$ cat config.mk
export PLATFORM = sky130hd
export DESIGN_NAME = dictionary_record_deframer_core
export DESIGN_NICKNAME = d
export VERILOG_FILES = /design/src/rtl/core/drd_pkg.sv /design/src/rtl/core/drd_parse.sv /design/src/rtl/core/drd_fifo.sv /design/src/rtl/core/dictionary_record_deframer_core.sv
export SDC_FILE = /design/constraint.sdc
export NUM_CORES = 1
export LEC_CHECK = 0
export ABC_AREA = 1
export BUFFER_PORTS_ARGS = -buffer_cell sky130_fd_sc_hd__buf_2
export CORE_MARGIN = 2
export CORE_UTILIZATION = 55
export DETAILED_ROUTE_END_ITERATION = 10
export GPL_ROUTABILITY_DRIVEN = 0
export PLACE_DENSITY = 0.73
export SETUP_SLACK_MARGIN = 0.02
export SYNTH_ARGS = -nofsm -noshare
export SYNTH_HDL_FRONTEND = slang
export SYNTH_HIERARCHICAL = 1
export SYNTH_SLANG_ARGS = --single-unit
$ cat constraint.sdc
create_clock -name i_clk -period 19.9 [get_ports i_clk]
set_input_delay 0 -clock i_clk [delete_from_list [all_inputs] [get_ports i_clk]]
set_output_delay 0 -clock i_clk [all_outputs]
set_load 0.1 [all_outputs]
$ cat src/rtl/core/drd_pkg.sv
// Shared types and constants for the dictionary record deframer.
`default_nettype none

package drd_pkg;

    // Record layout
    localparam int MaxRecordLen = 256;
    localparam int HeaderBytes  = 5;

    localparam logic [7:0] ByteZero    = 8'h00;
    localparam logic [7:0] ByteNewline = 8'h0A;

    // Result queue sizing: one beat may produce two results
    localparam int FifoDepth = 4;
    localparam int PtrW      = $clog2(FifoDepth);
    localparam int CntW      = $clog2(FifoDepth + 1);

    typedef enum logic [6:0] {
        PH_START   = 7'b0000001,
        PH_HASH_HI = 7'b0000010,
        PH_HASH_LO = 7'b0000100,
        PH_WORD_HI = 7'b0001000,
        PH_WORD_LO = 7'b0010000,
        PH_NAME    = 7'b0100000,
        PH_HALT    = 7'b1000000
    } t_phase;

    typedef enum logic [2:0] {
        K_CHAR = 3'd0,
        K_DONE = 3'd1,
        K_PAD  = 3'd2,
        K_ERR  = 3'd3,
        K_END  = 3'd4
    } t_kind;

    typedef struct packed {
        t_kind       kind;
        logic [7:0]  name_char;
        logic [15:0] hash_index;
        logic [15:0] word_index;
        logic [7:0]  name_length;
        logic [8:0]  record_bytes;
        logic        truncated;
        logic        last;
    } t_result;

    typedef struct packed {
        t_phase      phase;
        logic [15:0] hash_index;
        logic [15:0] word_index;
        logic [8:0]  byte_count;
    } t_state;

endpackage

`default_nettype wire

$ cat src/rtl/core/drd_parse.sv
// Per-beat record parser: next state and up to two results from one stream byte.
`default_nettype none

module drd_parse (
    input  var drd_pkg::t_state  i_state,
    input  wire                  i_eos,
    input  wire [7:0]            i_byte,
    output drd_pkg::t_state      o_state,
    output drd_pkg::t_result     o_res0,
    output drd_pkg::t_result     o_res1,
    output logic [1:0]           o_push_n
);

    function automatic drd_pkg::t_result mk_result(
        drd_pkg::t_kind k, logic [7:0] ch, logic [15:0] hi, logic [15:0] wi,
        logic [7:0] nlen, logic [8:0] rbytes, logic trunc);
        drd_pkg::t_result r;
        r.kind         = k;
        r.name_char    = ch;
        r.hash_index   = hi;
        r.word_index   = wi;
        r.name_length  = nlen;
        r.record_bytes = rbytes;
        r.truncated    = trunc;
        r.last         = 1'b0;
        return r;
    endfunction

    logic             start_now;
    logic [8:0]       next_count;
    logic             is_term;
    drd_pkg::t_result start_res;
    logic             start_has_res;

    assign next_count = i_state.byte_count + 9'd1;
    assign is_term    = (i_byte == drd_pkg::ByteZero) || (i_byte == drd_pkg::ByteNewline);

    always_comb begin
        o_state   = i_state;
        o_res0    = '0;
        o_res1    = '0;
        o_push_n  = 2'd0;
        start_now = 1'b0;
        start_res = '0;
        start_has_res = 1'b0;

        if (i_state.phase == drd_pkg::PH_HALT) begin
            // halted: swallow everything
        end else if (i_eos) begin
            o_res0         = mk_result(drd_pkg::K_END, 8'd0, 16'd0, 16'd0, 8'd0, 9'd0, 1'b0);
            o_push_n       = 2'd1;
            o_state.phase  = drd_pkg::PH_HALT;
        end else begin
            case (i_state.phase)
                drd_pkg::PH_HASH_HI: begin
                    o_state.hash_index = {i_byte, 8'd0};
                    o_state.phase      = drd_pkg::PH_HASH_LO;
                end
                drd_pkg::PH_HASH_LO: begin
                    o_state.hash_index = {i_state.hash_index[15:8], i_byte};
                    o_state.phase      = drd_pkg::PH_WORD_HI;
                end
                drd_pkg::PH_WORD_HI: begin
                    o_state.word_index = {i_byte, 8'd0};
                    o_state.phase      = drd_pkg::PH_WORD_LO;
                end
                drd_pkg::PH_WORD_LO: begin
                    o_state.word_index = {i_state.word_index[15:8], i_byte};
                    o_state.byte_count = 9'(drd_pkg::HeaderBytes);
                    o_state.phase      = drd_pkg::PH_NAME;
                end
                drd_pkg::PH_NAME: begin
                    if (is_term) begin
                        // close the record, then reread the terminator as a start byte
                        o_res0 = mk_result(drd_pkg::K_DONE, 8'd0, i_state.hash_index,
                            i_state.word_index,
                            8'(i_state.byte_count - 9'(drd_pkg::HeaderBytes)),
                            i_state.byte_count, 1'b0);
                        o_push_n  = 2'd1;
                        start_now = 1'b1;
                    end else begin
                        o_state.byte_count = next_count;
                        if (next_count >= 9'(drd_pkg::MaxRecordLen)) begin
                            // limit hit: drop this char and close as truncated
                            o_res0 = mk_result(drd_pkg::K_DONE, 8'd0, i_state.hash_index,
                                i_state.word_index,
                                8'(next_count - 9'(drd_pkg::HeaderBytes + 1)),
                                next_count, 1'b1);
                            o_state.phase = drd_pkg::PH_START;
                        end else begin
                            o_res0 = mk_result(drd_pkg::K_CHAR, i_byte, 16'd0, 16'd0,
                                8'd0, 9'd0, 1'b0);
                        end
                        o_push_n = 2'd1;
                    end
                end
                default: begin
                    start_now = 1'b1;
                end
            endcase
        end

        if (start_now) begin
            if (i_byte == drd_pkg::ByteZero) begin
                o_state.phase = drd_pkg::PH_HASH_HI;
            end else if (i_byte == drd_pkg::ByteNewline) begin
                start_res     = mk_result(drd_pkg::K_PAD, 8'd0, 16'd0, 16'd0, 8'd0, 9'd0, 1'b0);
                start_has_res = 1'b1;
                o_state.phase = drd_pkg::PH_START;
            end else begin
                start_res     = mk_result(drd_pkg::K_ERR, 8'd0, 16'd0, 16'd0, 8'd0, 9'd0, 1'b0);
                start_has_res = 1'b1;
                o_state.phase = drd_pkg::PH_HALT;
            end
            if (start_has_res) begin
                if (o_push_n == 2'd0) begin
                    o_res0 = start_res;
                end else begin
                    o_res1 = start_res;
                end
                o_push_n = o_push_n + 2'd1;
            end
        end

        // flag the final result of this beat
        if (o_push_n == 2'd1) begin
            o_res0.last = 1'b1;
        end else if (o_push_n == 2'd2) begin
            o_res1.last = 1'b1;
        end
    end

endmodule

`default_nettype wire

$ cat src/rtl/core/drd_fifo.sv
// Small result queue that takes up to two results per cycle and hands out one.
`default_nettype none

module drd_fifo (
    input  wire                          i_clk,
    input  wire                          i_rst_n,
    input  wire [1:0]                    i_push_n,
    input  var drd_pkg::t_result         i_data0,
    input  var drd_pkg::t_result         i_data1,
    output logic                         o_room,
    output logic                         o_valid,
    output drd_pkg::t_result             o_data,
    input  wire                          i_ready
);

    drd_pkg::t_result                r_mem [drd_pkg::FifoDepth];
    logic [drd_pkg::PtrW-1:0]        r_wptr;
    logic [drd_pkg::PtrW-1:0]        r_rptr;
    logic [drd_pkg::CntW-1:0]        r_count;
    logic [drd_pkg::PtrW-1:0]        wptr_plus1;
    logic                            pop;

    assign o_valid    = (r_count != '0);
    assign o_data     = r_mem[r_rptr];
    assign pop        = o_valid && i_ready;
    // room for a full two-result beat
    assign o_room     = (r_count <= drd_pkg::CntW'(drd_pkg::FifoDepth - 2));
    assign wptr_plus1 = r_wptr + drd_pkg::PtrW'(1);

    always_ff @(posedge i_clk) begin
        if (i_push_n != 2'd0) begin
            r_mem[r_wptr] <= i_data0;
        end
        if (i_push_n == 2'd2) begin
            r_mem[wptr_plus1] <= i_data1;
        end
    end

    always_ff @(posedge i_clk) begin
        if (!i_rst_n) begin
            r_wptr  <= '0;
            r_rptr  <= '0;
            r_count <= '0;
        end else begin
            r_wptr  <= r_wptr + drd_pkg::PtrW'(i_push_n);
            if (pop) begin
                r_rptr <= r_rptr + drd_pkg::PtrW'(1);
            end
            r_count <= r_count + drd_pkg::CntW'(i_push_n) - drd_pkg::CntW'(pop);
        end
    end

    a_count_bound: assert property (@(posedge i_clk) disable iff (!i_rst_n)
        r_count <= drd_pkg::CntW'(drd_pkg::FifoDepth))
        else $error("result queue count out of range");

    a_no_overflow: assert property (@(posedge i_clk) disable iff (!i_rst_n)
        (i_push_n != 2'd0) |->
            ({1'b0, r_count} + (drd_pkg::CntW+1)'(i_push_n) - (drd_pkg::CntW+1)'(pop)
             <= (drd_pkg::CntW+1)'(drd_pkg::FifoDepth)))
        else $error("result queue overflow");

    a_reset_empty: assert property (@(posedge i_clk)
        !i_rst_n |=> (r_count == '0))
        else $error("result queue not empty after reset");

endmodule

`default_nettype wire

$ cat src/rtl/core/dictionary_record_deframer_core.sv
// Top level of the dictionary record deframer: stream ports, parser state, result queue.
//
// Use: feed the raw dictionary byte stream on the slave side, one byte per beat in
// s_tdata with s_tuser low; raise s_tuser for a single end-of-stream beat. Records are
// a zero byte, a big-endian hash index, a big-endian word index and name bytes up to
// a zero or newline. The master side returns one result per beat: m_tuser carries the
// result kind (name char, record done, padding, format error, end of stream), m_tdata
// the payload and m_tlast marks the final result caused by one input beat.
// A taken input beat writes its results into the result queue, which offers them in order.
// Throughput: one input beat per cycle while results drain at one per cycle; a
// newline that closes a record yields two results, a record done and a padding result.
// The parser is a single state update from the state registers and the input beat,
// written straight into a four-entry result queue; s_tready stays high while the queue
// has room for two results, so the input keeps moving while a result waits.
// Reset (synchronous, active low) returns the parser to record start and empties
// the queue. After a format error or end of stream, input beats are still taken but
// produce nothing until the next reset. A stalled receiver holds m_tvalid and the
// payload; s_tready drops once the queue holds more than two results.
`default_nettype none

module dictionary_record_deframer_core (
    input  wire         i_clk,
    input  wire         i_rst_n,
    // slave side
    input  wire         i_s_tvalid,
    output logic        o_s_tready,
    input  wire [7:0]   i_s_tdata,   // [7:0] data_byte
    input  wire         i_s_tuser,   // [0] kind (1 = end of stream)
    // master side
    output logic        o_m_tvalid,
    input  wire         i_m_tready,
    output logic [63:0] o_m_tdata,   // [7:0] name_char, [23:8] hash_index,
                                     // [39:24] word_index, [47:40] name_length,
                                     // [56:48] record_bytes, [57] truncated, [63:58] zero
    output logic [2:0]  o_m_tuser,   // [2:0] out_kind
    output logic        o_m_tlast    // last result of the input beat
);

    drd_pkg::t_state   r_state;
    drd_pkg::t_state   n_state;
    drd_pkg::t_result  res0;
    drd_pkg::t_result  res1;
    drd_pkg::t_result  head;
    logic [1:0]        parse_n;
    logic [1:0]        push_n;
    logic              room;
    logic              in_fire;

    assign o_s_tready = room;
    assign in_fire    = i_s_tvalid && room;
    // push nothing into the queue when no beat is taken
    assign push_n     = in_fire ? parse_n : 2'd0;

    drd_parse u_parse (
        .i_state  (r_state),
        .i_eos    (i_s_tuser),
        .i_byte   (i_s_tdata),
        .o_state  (n_state),
        .o_res0   (res0),
        .o_res1   (res1),
        .o_push_n (parse_n)
    );

    // advance the parser once per taken beat
    always_ff @(posedge i_clk) begin
        if (!i_rst_n) begin
            r_state.phase      <= drd_pkg::PH_START;
            r_state.hash_index <= 16'd0;
            r_state.word_index <= 16'd0;
            r_state.byte_count <= 9'd0;
        end else if (in_fire) begin
            r_state <= n_state;
        end
    end

    drd_fifo u_fifo (
        .i_clk    (i_clk),
        .i_rst_n  (i_rst_n),
        .i_push_n (push_n),
        .i_data0  (res0),
        .i_data1  (res1),
        .o_room   (room),
        .o_valid  (o_m_tvalid),
        .o_data   (head),
        .i_ready  (i_m_tready)
    );

    assign o_m_tdata = {6'd0, head.truncated, head.record_bytes, head.name_length,
                        head.word_index, head.hash_index, head.name_char};
    assign o_m_tuser = head.kind;
    assign o_m_tlast = head.last;

    a_halt_sticky: assert property (@(posedge i_clk) disable iff (!i_rst_n)
        (r_state.phase == drd_pkg::PH_HALT) |=> (r_state.phase == drd_pkg::PH_HALT))
        else $error("parser left the halted state without reset");

    a_halt_silent: assert property (@(posedge i_clk) disable iff (!i_rst_n)
        (r_state.phase == drd_pkg::PH_HALT) |-> (push_n == 2'd0))
        else $error("halted parser produced a result");

    a_count_limit: assert property (@(posedge i_clk) disable iff (!i_rst_n)
        r_state.byte_count <= 9'(drd_pkg::MaxRecordLen))
        else $error("record byte count beyond limit");

endmodule

`default_nettype wire
Yosys cells after proc, flatten, opt, wreduce, memory -nomap -nowiden
Memories as Yosys holds them, arrays and structs flattened. A register that Yosys moved wholly into a read port is not among the register bits.
Cells that the tools add are included.
{ "totals": {"out_inout_bits": 70, "ramBits": 248, "wordCells": 104, "register_bits": 55, "input_bits": 13, "mem_count": 1} }
{ "op_classes": {"eq_ne": 14, "addsub": 9, "n_mux": 47, "magnitude_cmp": 2, "bitwise_logic": 4, "n_reduce_logical": 18} }
{ "memory_table": {"columns": ["memory", "words", "word_bits", "read_ports", "rd_clocked_by_memory_dff", "wr", "line_no", "text"], "rows": [
  ["u_fifo.r_mem", 4, 62, 1, 1, 2, "drd_fifo.sv:16", "drd_pkg::t_result r_mem [drd_pkg::FifoDepth];"]
]} }
{ "op_table": {"columns": ["op", "n"], "rows": [
  ["62-bit two-way mux", 10],
  ["60-bit two-way mux", 3],
  ["16-bit one-hot mux with 2 select lines", 2],
  ["48-bit two-way mux", 1],
  ["7-bit two-way mux", 6],
  ["41-bit two-way mux", 1],
  ["7-bit one-hot mux with 5 select lines", 1],
  ["5-bit AND reduction", 4],
  ["9-bit one-hot mux with 2 select lines", 1],
  ["8-bit by 3-bit subtractor with 8-bit output (second input constant)", 2],
  ["2-bit two-way mux", 7],
  ["1-bit two-way mux", 13],
  ["9-bit by 1-bit adder with 9-bit output (second input constant)", 1],
  ["9-bit greater-or-equal comparator (second input constant)", 1],
  ["9-bit two-way mux", 1],
  ["8-bit by 4-bit == test with 1-bit output (second input constant)", 1],
  ["8-bit logical NOT", 1],
  ["4-bit AND reduction", 2],
  ["2-bit nonzero test", 4],
  ["7-bit by 2-bit == test with 1-bit output (second input constant)", 1],
  ["7-bit by 3-bit == test with 1-bit output (second input constant)", 1],
  ["7-bit by 4-bit == test with 1-bit output (second input constant)", 1],
  ["7-bit by 5-bit == test with 1-bit output (second input constant)", 1],
  ["7-bit by 6-bit == test with 1-bit output (second input constant)", 1],
  ["20 further kinds", 27]
]} }

Logic depth before layout (Yosys ltp)
{ "depth": {"ltp_word": 13, "depth_mapped": 19} }

Hierarchy
Netlist, hierarchy kept.
{ "by_module_without_submodules": {"columns": ["mod", "instances", "seq_area_each_um2", "area_each_um2", "cells_per_inst"], "rows": [
  ["drd_fifo", 1, 7627.3, 12403.1, 1283],
  ["drd_parse", 1, 0.0, 2264.7, 439],
  ["dictionary_record_deframer_core", 1, 960.9, 2026.9, 313]
]} }

Worst setup path before layout
No wires, ideal clock.
{ "synth_path": {"path_type": "reg2reg", "start": "register u_fifo/r_count[2] in the netlist's numbering", "end": "memory u_fifo/r_mem[3][0] in the netlist's numbering, enable pin", "setup_time_ps": 574, "path_slack_ps": 11855, "arrival_time_ps": 7471, "required_ps": 19326, "synth_period_minus_slack_ps": 8045, "stages_incl_launch_ff": 8, "cell_sequence": "dfxtp_1 -> a21oi_1 -> nand2_2 -> buf_6 -> buf_6 -> nor2_1 -> nor2_1 -> o31ai_1"} }
{ "synth_lines": {"columns": ["element", "line_no", "text"], "rows": [
  ["start: declaration", "drd_fifo.sv:19", "logic [drd_pkg::CntW-1:0] r_count;"],
  ["start signal: assignment", "drd_fifo.sv:49", "r_count <= r_count + drd_pkg::CntW'(i_push_n) - drd_pkg::CntW'(pop);"],
  ["end: declaration", "drd_fifo.sv:16", null]
]} }

==> flow_summary.toml <==
[sta]
final_hold_viol_count = 0
worst_pin_slew_ns = 1.25
slew_violations = 0
relSlewSlack_pct = 16.5
final.setup_skew_ns = 0.0172
min_period_ns = 4.54
fmax_ghz = 0.220
finalSetupViolCount = 0
layout_worst_path_cycle_share_pct = 22.8
finalSetupTns_ns = 0
rsz0062_at_grt = "no"

[power_and_ir_drop]
leakagePower_nw = 6.69
ir_worst_vdd_v = 0.000109
cellPowerDensity_nw_per_um2 = 136
total_power_mw = 2.42

[critical_path]
path_class = "in -> reg"
worstPathMaxFanout = 101
crit_slowest_cell = "buf_4"
cp.arrival_ns = 4.66
worstSetupEndpointType = "register"
path_common_cell = "nand2_2"
required_ns = 20.03
critPathMaxStageDelay_ns = 0.79
path_cells = "dlygate4sd3_1, buf_2, inv_1, nand4_1, a21oi_2, inv_2, nand2_2, nand2_2, nor2_1, inv_1, nor2_1, inv_2, nor2_4, nand2_4, buf_4, nand2_2, buf_4"
startpoint_type = "input pin"

[clock_network]
clock_latency_ns = 0.52
cts-buffers-inserted = 34
cts_hold_buf = 7
cts_resized = 0
cts_setup_buffers = 0
clk_path_buf_depth = 3
cts_tree = "built"
cts.clk_slew.worst_paths_ns = 0.06
cts-root-buf = "clkbuf_16"
cts_sinks = 305
htree_levels = 2

[drt]
dr.pass1.iters = 7
viasPerCell = 5.54
drc = 0
antenna_left = 0
wirelength_mm = 41.4
initialDrtViolationCount = 1581
wl_per_cell_um = 16.9
vias = 13594

[finish]
layout_commonest_cell = "nand2_1"
num-nets-final = 2068
diodes = 0
syn2layout_area_growth_pct = 6.55
final_cell_mix = "430 x nand2_1, 312 x nor2_1, 251 x o21ai_0"
drive_above_1_share_pct = 8.72
post-route-util_pct = 59.7
final_cells = 2454

[status]
outcome = "complete, no violations"

[synth]
synthMuxAreaShare_pct = 0
syn_area_um2 = 16700
synth_simple_gate_area_share_pct = 19.1
synthDistinctLibCells = 35
synthAdderAreaFrac_pct = 0.794
synth_top_area_share_pct = 44.6
synth-seq-cells = 305
synth_compound_area_share_pct = 16.3
synth_top_area_cell = "edfxtp_1"
syn-instance-count = 2035
synth_area_leaders = "edfxtp_1 45%, nand2_1 9.7%, o21ai_0 7.5%"
synthXorXnorAreaFrac_pct = 0.412
ys_seq_area_share_pct = 51.4
ys_warn_count = 6
synth_top_family_by_area = "simple AND/OR/NAND/NOR gates"
syn_avg_cell_area_um2 = 8.20

[global_routing]
grt_overflow = 0
grt_max_degree = 126
first_global_vias = 12627
grt.total_usage_pct = 26.4
antenna_found_initial = 0
grt_pass1_wl_mm = 65.3

[floorplan]
core-area_um2 = 29800
die_w_um = 178
initial_core_util_pct = 56.0
rows = 63
ioPinCount = 83
die_h_um = 178
die_area_um2 = 31800

[placement]
hpwl_mm = 24.4
dp_cells = 2392
port_buffers = 76

[flow_run]
cap_violations = 0

[min_path]
hold_class = "in -> reg"
## final timing paths
| kind | start | end | slack [ns] | cells after the start |
|---|---|---|---|---|
| hold / removal | i_s_tdata[1] | r_state[26]$_SDFFE_PN0P_ | 0.03 | 5 |
| setup / recovery | i_s_tdata[7] | u_fifo/r_mem[2][53]$_DFFE_PP_ | 15.36 | 17 |
| hold reg to reg | r_state[29]$_SDFFE_PN0P_ | r_state[29]$_SDFFE_PN0P_ | 0.51 | 4 |
| setup reg to reg | r_state[43]$_SDFFE_PN0P_ | u_fifo/r_mem[2][53]$_DFFE_PP_ | 15.51 | 17 |
## critical path, delay by kind of cell
kind            cells  cell delay (ns)
simple gates        8             1.49
buf+inv             8             2.54
compound gates      1             0.57
## per-layer routing
layer	track usage, %	vias up	part of all wire [%]
li1	-	6621	-
met1	37.6	6326	43
met2	43.0	582	46
met3	2.96	65	8.9
met4	7.45	0	2.1
met5	0	-	0
## synthesized netlist by cell type, drive strengths merged
cell      n
inv     205
buf     129
o22ai    86
a31oi     1
ha        9
clkbuf   56
conb      2
nand4     5
nand3    29
xor2      7
nor3b     1
a21oi    15
nor2    321
nor4      1
or2       2
dfxtp    57
edfxtp  248
nor3      1
o21ai   410
nand2   447
o31ai     1
fa        1
a21boi    1
## logic make-up after synthesis
family,count (synthesis)
AOI/OAI and AO/OA,514
xor gates and xnor gates,7
adders and majority gates,10
buffers and inverters,390
DFF,305
other,2
and+or+nand+nor,807
## through the flow
stage,cell area [um2],hold slack [ns],setup slack (ns)
floorplan,16900,0.0935,11.86
global placement,16700,0.278,15.63
detailed placement,16700,0.285,15.47
CTS,17800,0.0161,15.44
global route,17800,0.0990,15.08
finish,17800,0.0266,15.36
## final cells by class
type / count / area (um2)
inverter: 205 / 771
clock buffer: 42 / 902
fill: 2589 / 12000
sequential: 305 / 8590
clock inverter: 13 / 91.3
timing repair buffer: 95 / 541
tap: 390 / 488
multi-input combinational: 1404 / 6400
## sequential cells by signal, indices dropped and copies added, names as in the netlist, named ones only
name            flops
u_fifo/r_mem      248
u_fifo/r_rptr       2
u_fifo/r_count      3
u_fifo/r_wptr       2
r_state            48
## report_power, final
group	internal [mW]	total [mW]	switching, mW
sequential	0.792	0.846	0.0535
clock	0.333	0.574	0.241
combinational	0.170	1.00	0.835
total	1.29	2.42	1.13
Note: power is estimated with default switching activity, not from simulation.
